<file path="src/rtl/core/brdws_pkg.sv">
package brdws_pkg;

	localparam int unsigned AddrW   = 32;
	localparam int unsigned RegionW = 4;
	localparam int unsigned ClocksW = 6;
	localparam int unsigned OffsetW = 10;
	localparam int unsigned CfgIdxW = 2;
	localparam int unsigned CfgDatW = 8;

	typedef enum logic [RegionW-1:0] {
		REGION_UNMAPPED  = 4'd0,
		REGION_BIOS      = 4'd1,
		REGION_EWRAM     = 4'd2,
		REGION_IWRAM     = 4'd3,
		REGION_IO        = 4'd4,
		REGION_IO_MIRROR = 4'd5,
		REGION_OPEN_BUS  = 4'd6,
		REGION_PALETTE   = 4'd7,
		REGION_VIDEO     = 4'd8,
		REGION_OBJECT    = 4'd9,
		REGION_ROM       = 4'd10,
		REGION_CART_RAM  = 4'd11
	} region_t;

	typedef enum logic [CfgIdxW-1:0] {
		CFG_WORK_RAM_WAIT  = 2'd0,
		CFG_FIRST_WAIT_SEL = 2'd1,
		CFG_SEQ_WAIT_SEL   = 2'd2
	} cfg_idx_t;

	localparam logic [3:0] WorkRamWaitRst = 4'd13;
	localparam logic [7:0] FirstWaitRst   = 8'd0;
	localparam logic [3:0] SeqWaitRst     = 4'd0;

	localparam logic [21:0] IoPage      = 22'h010000; // 0x0400_0000 >> 10
	localparam logic [15:0] MirrorLow   = 16'h0800;
	localparam logic [7:0]  IoTop       = 8'h04;

	typedef struct packed {
		logic [3:0] work_ram_wait;
		logic [7:0] first_wait_select;
		logic [3:0] sequential_wait_select;
	} cfg_t;

	typedef struct packed {
		logic [AddrW-1:0] addr;
		logic             wr;
		logic             word;
		logic             seq;
	} req_t;

	typedef struct packed {
		region_t            region;
		logic [ClocksW-1:0] clocks;
		logic [OffsetW-1:0] offset;
		logic               dropped;
	} res_t;

	// first access (N) cost per 2-bit code
	function automatic logic [3:0] first_clocks(input logic [1:0] code);
		logic [3:0] c;
		case (code)
			2'd0:    c = 4'd5;
			2'd1:    c = 4'd4;
			2'd2:    c = 4'd3;
			default: c = 4'd9;
		endcase
		return c;
	endfunction

	// slow sequential (S) cost for ROM windows
	function automatic logic [3:0] seq_slow_clocks(input logic [1:0] win);
		logic [3:0] c;
		case (win)
			2'd0:    c = 4'd3;
			2'd1:    c = 4'd5;
			default: c = 4'd9;
		endcase
		return c;
	endfunction

endpackage

</file>
<file path="src/rtl/core/brdws_cfg_regs.sv">
module brdws_cfg_regs (
	input  logic                            clk,
	input  logic                            arst_n,
	input  logic                            cfg_valid,
	output logic                            cfg_ready,
	input  logic [brdws_pkg::CfgIdxW-1:0]   cfg_index,
	input  logic [brdws_pkg::CfgDatW-1:0]   cfg_data,
	output brdws_pkg::cfg_t                 cfg
);

	brdws_pkg::cfg_t cfg_q;

	assign cfg_ready = 1'b1;
	assign cfg       = cfg_q;

	always_ff @(posedge clk or negedge arst_n) begin
		if (!arst_n) begin
			cfg_q.work_ram_wait          <= brdws_pkg::WorkRamWaitRst;
			cfg_q.first_wait_select      <= brdws_pkg::FirstWaitRst;
			cfg_q.sequential_wait_select <= brdws_pkg::SeqWaitRst;
		end else if (cfg_valid && cfg_ready) begin
			case (cfg_index)
				brdws_pkg::CFG_WORK_RAM_WAIT:  cfg_q.work_ram_wait <= cfg_data[3:0];
				brdws_pkg::CFG_FIRST_WAIT_SEL: cfg_q.first_wait_select <= cfg_data;
				brdws_pkg::CFG_SEQ_WAIT_SEL:   cfg_q.sequential_wait_select <= cfg_data[3:0];
				default: ;
			endcase
		end
	end

endmodule

</file>
<file path="src/rtl/core/brdws_decode.sv">
module brdws_decode (
	input  brdws_pkg::req_t req,
	input  brdws_pkg::cfg_t cfg,
	output brdws_pkg::res_t res
);

	logic [31:0] a;
	logic [1:0]  win;
	logic [3:0]  n_clk;
	logic [3:0]  s_clk;
	logic        seq_eff;
	logic [4:0]  cart_clk;
	logic [4:0]  wram_cost;

	assign a = req.addr;
	assign win = a[26:25];

	always_comb begin
		n_clk = brdws_pkg::first_clocks(cfg.first_wait_select[{win, 1'b0} +: 2]);
		if (win == 2'd3) begin
			s_clk = n_clk;
		end else if (cfg.sequential_wait_select[win]) begin
			s_clk = 4'd2;
		end else begin
			s_clk = brdws_pkg::seq_slow_clocks(win);
		end
		// hint ignored at a 128 KB page boundary
		seq_eff  = req.seq && (a[16:1] != 16'd0);
		cart_clk = {1'b0, (seq_eff ? s_clk : n_clk)} + (req.word ? {1'b0, s_clk} : 5'd0);
		wram_cost = 5'd16 - {1'b0, cfg.work_ram_wait};
	end

	always_comb begin
		res.region  = brdws_pkg::REGION_UNMAPPED;
		res.clocks  = 6'd1;
		res.offset  = '0;
		res.dropped = 1'b0;
		if (a[31:28] != 4'd0) begin
			res.region = brdws_pkg::REGION_UNMAPPED;
		end else if (a[27]) begin
			res.region = (a[27:25] == 3'b111) ? brdws_pkg::REGION_CART_RAM
				: brdws_pkg::REGION_ROM;
			res.clocks = {1'b0, cart_clk};
		end else begin
			case (a[26:24])
				3'd0, 3'd1: res.region = brdws_pkg::REGION_BIOS;
				3'd2: begin
					res.region = brdws_pkg::REGION_EWRAM;
					res.clocks = req.word ? {wram_cost, 1'b0} : {1'b0, wram_cost};
				end
				3'd3: res.region = brdws_pkg::REGION_IWRAM;
				3'd4: begin
					if (a[31:10] == brdws_pkg::IoPage) begin
						res.region = brdws_pkg::REGION_IO;
						res.offset = a[9:0];
					end else if (a[31:24] == brdws_pkg::IoTop
							&& a[15:0] == brdws_pkg::MirrorLow) begin
						res.region = brdws_pkg::REGION_IO_MIRROR;
						res.offset = a[9:0];
					end else begin
						res.region = brdws_pkg::REGION_OPEN_BUS;
					end
				end
				3'd5: begin
					res.region = brdws_pkg::REGION_PALETTE;
					res.clocks = req.word ? 6'd2 : 6'd1;
				end
				3'd6: begin
					res.region = brdws_pkg::REGION_VIDEO;
					res.clocks = req.word ? 6'd2 : 6'd1;
				end
				default: res.region = brdws_pkg::REGION_OBJECT;
			endcase
		end
		res.dropped = req.wr && (res.region == brdws_pkg::REGION_BIOS
			|| res.region == brdws_pkg::REGION_OPEN_BUS);
	end

endmodule

</file>
<file path="src/rtl/core/bus_region_decode_wait_states_top.sv">
// channel  | handshake            | transfer
// ---------+----------------------+---------------------------------------------
// access   | start, busy          | access_address, is_write, is_word, is_sequential
// result   | done (strobe)        | target_region, wait_clocks, register_offset,
//          |                      | write_dropped
// config   | cfg_valid, cfg_ready | cfg_index, cfg_data
//
// One access per cycle; done strobes after the input and result registers.
// Path: input register -> decode and cost logic -> result register.
// busy is never raised and cfg_ready is always high.
// arst_n clears valid flags and config registers to their defaults.
// The receiver cannot stall; no result is held back.
module bus_region_decode_wait_states_top (
	input  logic                            clk,
	input  logic                            arst_n,
	input  logic                            start,
	output logic                            busy,
	input  logic [31:0]                     access_address,
	input  logic                            is_write,
	input  logic                            is_word,
	input  logic                            is_sequential,
	output logic                            done,
	output logic [3:0]                      target_region,
	output logic [5:0]                      wait_clocks,
	output logic [9:0]                      register_offset,
	output logic                            write_dropped,
	input  logic                            cfg_valid,
	output logic                            cfg_ready,
	input  logic [brdws_pkg::CfgIdxW-1:0]   cfg_index,
	input  logic [brdws_pkg::CfgDatW-1:0]   cfg_data
);

	brdws_pkg::cfg_t cfg;
	brdws_pkg::req_t req_s1;
	brdws_pkg::res_t res_comb;
	brdws_pkg::res_t res_s2;
	logic            vld_s1;
	logic            vld_s2;

	assign busy = 1'b0;

	brdws_cfg_regs u_cfg (
		.clk       (clk),
		.arst_n    (arst_n),
		.cfg_valid (cfg_valid),
		.cfg_ready (cfg_ready),
		.cfg_index (cfg_index),
		.cfg_data  (cfg_data),
		.cfg       (cfg)
	);

	always_ff @(posedge clk or negedge arst_n) begin
		if (!arst_n) begin
			vld_s1 <= 1'b0;
			vld_s2 <= 1'b0;
		end else begin
			vld_s1 <= start && !busy;
			vld_s2 <= vld_s1;
		end
	end

	always_ff @(posedge clk) begin
		if (start && !busy) begin
			req_s1.addr <= access_address;
			req_s1.wr   <= is_write;
			req_s1.word <= is_word;
			req_s1.seq  <= is_sequential;
		end
		if (vld_s1) begin
			res_s2 <= res_comb;
		end
	end

	brdws_decode u_decode (
		.req (req_s1),
		.cfg (cfg),
		.res (res_comb)
	);

	assign done            = vld_s2;
	assign target_region   = res_s2.region;
	assign wait_clocks     = res_s2.clocks;
	assign register_offset = res_s2.offset;
	assign write_dropped   = res_s2.dropped;

`ifndef SYNTHESIS
	a_done_follows_start: assert property (@(posedge clk) disable iff (!arst_n)
		done |-> $past(start && !busy, 2))
		else $error("result strobe without a matching start");

	a_drop_region: assert property (@(posedge clk) disable iff (!arst_n)
		(done && write_dropped) |-> (target_region == brdws_pkg::REGION_BIOS
			|| target_region == brdws_pkg::REGION_OPEN_BUS))
		else $error("dropped write outside bios or open bus");

	a_clock_range: assert property (@(posedge clk) disable iff (!arst_n)
		done |-> (wait_clocks != 6'd0 && wait_clocks <= 6'd32))
		else $error("wait clocks out of range");

	a_offset_region: assert property (@(posedge clk) disable iff (!arst_n)
		(done && register_offset != 10'd0) |-> (target_region == brdws_pkg::REGION_IO
			|| target_region == brdws_pkg::REGION_IO_MIRROR))
		else $error("register offset outside io regions");
`endif

endmodule

</file>
<file path="config.mk">
export PLATFORM = sky130hd
export DESIGN_NAME = bus_region_decode_wait_states_top
export DESIGN_NICKNAME = d
export VERILOG_FILES = /design/src/rtl/core/brdws_pkg.sv /design/src/rtl/core/brdws_cfg_regs.sv /design/src/rtl/core/brdws_decode.sv /design/src/rtl/core/bus_region_decode_wait_states_top.sv
export SDC_FILE = /design/constraint.sdc
export NUM_CORES = 1
export LEC_CHECK = 0
export BUFFER_PORTS_ARGS = -buffer_cell sky130_fd_sc_hd__buf_2
export CORE_MARGIN = 2
export CORE_UTILIZATION = 29
export DETAILED_ROUTE_END_ITERATION = 10
export SLEW_MARGIN = 20
export SYNTH_ARGS = -nofsm -noshare
export SYNTH_HDL_FRONTEND = slang
export SYNTH_SLANG_ARGS = --single-unit
export TNS_END_PERCENT = 10
</file>
<file path="constraint.sdc">
create_clock -name clk -period 3.1 [get_ports clk]
set_input_delay 0.465 -clock clk [delete_from_list [all_inputs] [get_ports clk]]
set_output_delay 0.465 -clock clk [all_outputs]
set_load 0.05 [all_outputs]
</file>
==> reports/qor.csv <==
metric;value;unit
die_area;12070;µm²
grt_usage;0.1122;
cp.arrival;2.95;ns
first_global_vias;2029;
grt.overflow.total;0;
power_density;581.3;nW/µm²
fin_crit_sh;0.9223;
drive_gt1_frac;0.3710;
start_kind;register;
max_slew_margin;0.4658;
postLayoutCoreUtil;0.3653;
dp_hpwl;4725;µm
p_sw_frac;0.2646;
static-leakage-power;1.537;nW
final_hold_viol_count;0;
rows;38;
setup_violations;0;
clkSinkCount;74;
seq_power_share;0.537;
yosysUniqueCellTypes;50;
syn2layout_area_growth;22.36;%
synth_edf_count;56;
clkTransAtPathRegs;0.07;ns
seq_area_frac_synth;0.6570;
cts_tree;done;
status;finished, final reports clean;
num_antenna_cells;0;
setup.worst_path.class;reg2reg;
switchingPower;0.6117;mW
n_fill_cell;1063;
start_util;0.2986;
synthArstFlopShare;0.2432;
synthFlopType;edfxtp_1;
syn_nets;286;
via_count;2041;
stdcell_count;450;
dp_cells;434;
cts_buffer_depth;2;
synth-seq-cells;74;
synth_top_cell_area_share;0.5173;
gp_congestion;0.7692;
combPwrFrac;0.164;
cp_max_fo;3;
worstHoldPathType;in2async;
cts_root_buf;clkbuf_8;
max_freq;349.7;MHz
finalClockSkew;0.01051;ns
cts_buffers;9;
clk_latency;0.34;ns
drt_drc_violations_left;0;
ff2ff_path_depth;11;
clkPwrFrac;0.299;
max_slew.worst_pin.slew;0.8013;ns
syn_inst;231;
postRouteAntennaNets;0;
end_kind;register;
power.total;2.312;mW
synth_simple_gate_area_frac;0.1351;
netlist_top_cells_count;56 x edfxtp_1, 15 x dfrtp_1, 15 x mux2_2;
synth_top_family_by_area;simple AND/OR/NAND/NOR gates;
place_area;3749;µm²
syn_avg_cell_area;14.07;µm²
vias_per_cell;4.536;
finalInstanceArea;3978;µm²
maxCapViolCount;0;
slew_violations;0;
die_x;109.9;µm
synth_adder_area_share;0.02540;
internal_power;1.700;mW
coreArea;10890;µm²
min_period;2.859;ns
synth.most_common_cell;edfxtp_1;
synth_area_leader_cell;edfxtp_1;
ioPinCount;73;
synth_area_leaders;edfxtp_1 52%, dfrtp_1 12%, mux2_2 5.2%;
cts_setup_buffers;0;
ir_drop;0.3058;mV
synth_xor_area_frac;0.01078;
final_nets;360;
syn_area;3251;µm²
yosysWarnings;0;
avgRoutedWirePerCell;14.09;µm
cp.required;3.19;ns
grt_pass1_wl;10080;µm
finalWirelength;6341;µm
grt_max_degree;37;
port-buffer-count;70;
finalSetupTns;0;ns
dr.pass1.iters;4;
cts_max_level;3;
synth_mux_area_frac;0.07583;
synth_compound_area_frac;0.07467;
first_iter_violations;147;
die_y;109.9;µm
antenna_found_initial;0;
[power groups by stage]
stage	logic, mW	registers, mW	clock network, mW
finish	0.378	1.24	0.692
global route	0.423	1.26	0.759
CTS	0.380	1.24	0.718
detailed placement	0.377	1.26	0
global placement	0.373	1.26	0
floorplan	0.228	1.28	0
[sequential cells by signal, indices dropped and copies added, names as in the netlist]
signal and flops:
done 1, register_offset 10, req_s1 35, target_region 4, u_cfg.cfg 16, vld_s1 1
wait_clocks 6, write_dropped 1
[placed cells by master (no fill, tap or decap), drive strengths merged, types with 2 or more instances in the layout]
cell type and instances:
o31a 2, clkinv 6, nand2b 3, mux2 15, nor4 3, dfrtp 15, inv 5, o21ai 9
and3b 2, nor3 9, or4 2, nand3 5, o211ai 3, nor2 11, xnor2 2, a21oi 9
dfstp 3, ha 5, mux4 3, conb 2, xor2 2, nor2b 5, clkbuf 9, nand2 13
buf 72, and3 2, o2bb2ai 2, edfxtp 56, nor3b 2, nand3b 4, and2 10
[kinds of logic after synthesis]
kind of cell / count (synthesis)
other: 2
AND/OR/NAND/NOR: 77
XOR/XNOR: 4
buffers and inverters: 14
flip-flops: 74
AO/OA/AOI/OAI: 35
adder cells (fa/ha/maj): 6
multiplexers: 19
[what timing repair did]
action	CTS	global route
endpoints found under the setup margin	2	3
pin swaps	0	1
gates resized for setup	1	5
hold buffers	0	0
hold endpoints to repair	0	0
[path summary, 6_finish.rpt]
kind                                        start        endpoint  slack (ns)
worst max-delay path                    req_s1[8]  wait_clocks[4]        0.24
worst min-delay path                       arst_n    u_cfg.cfg[0]        0.05
worst max register to register          req_s1[8]  wait_clocks[4]        0.24
worst min register to register       u_cfg.cfg[3]    u_cfg.cfg[3]        0.51
max in group asynchronous                  arst_n   u_cfg.cfg[12]        2.72
min in group clk                access_address[0]       req_s1[3]        0.29
[per-stage QoR]
stage / setup WS [ns] / hold slack, ns
3_3_place_gp: 0.09365 / 0.4231
6_report: 0.2407 / 0.04882
4_1_cts: 0.1364 / 0.05417
2_1_floorplan: 0.4205 / 0.1694
3_5_place_dp: -0.02776 / 0.4304
5_1_grt: -0.01180 / 0.05986
[layer usage]
metal | wire (µm) | track usage
met5 | 0 | 0
met4 | 51 | 0.04340
met3 | 357 | 0.03675
met2 | 3079 | 0.1709
met1 | 2852 | 0.1480
[final cells by class]
cell class	count	area [µm²]	area share
Multi-Input combinational cell	143	1099	0.2762
Sequential cell	74	2136	0.5370
Timing Repair Buffer	72	365.4	0.09185
Clock buffer	9	123.9	0.03114
Inverter	5	18.77	0.004718
Tap cell	140	175.2	0.04404
Clock inverter	7	60.06	0.01510
[worst max-delay path: stages, from the launching register on]
cell,delay [ns]
edfxtp_1,0.44
nor4_4,0.33
nand3_2,0.16
o41a_1,0.44
nand2_1,0.10
mux2i_1,0.08
ha_1,0.24
fa_1,0.40
a21oi_1,0.14
nor2b_1,0.05
o21ai_0,0.14
a21oi_1,0.08
No activity file was read; power rests on OpenSTA's default activity.
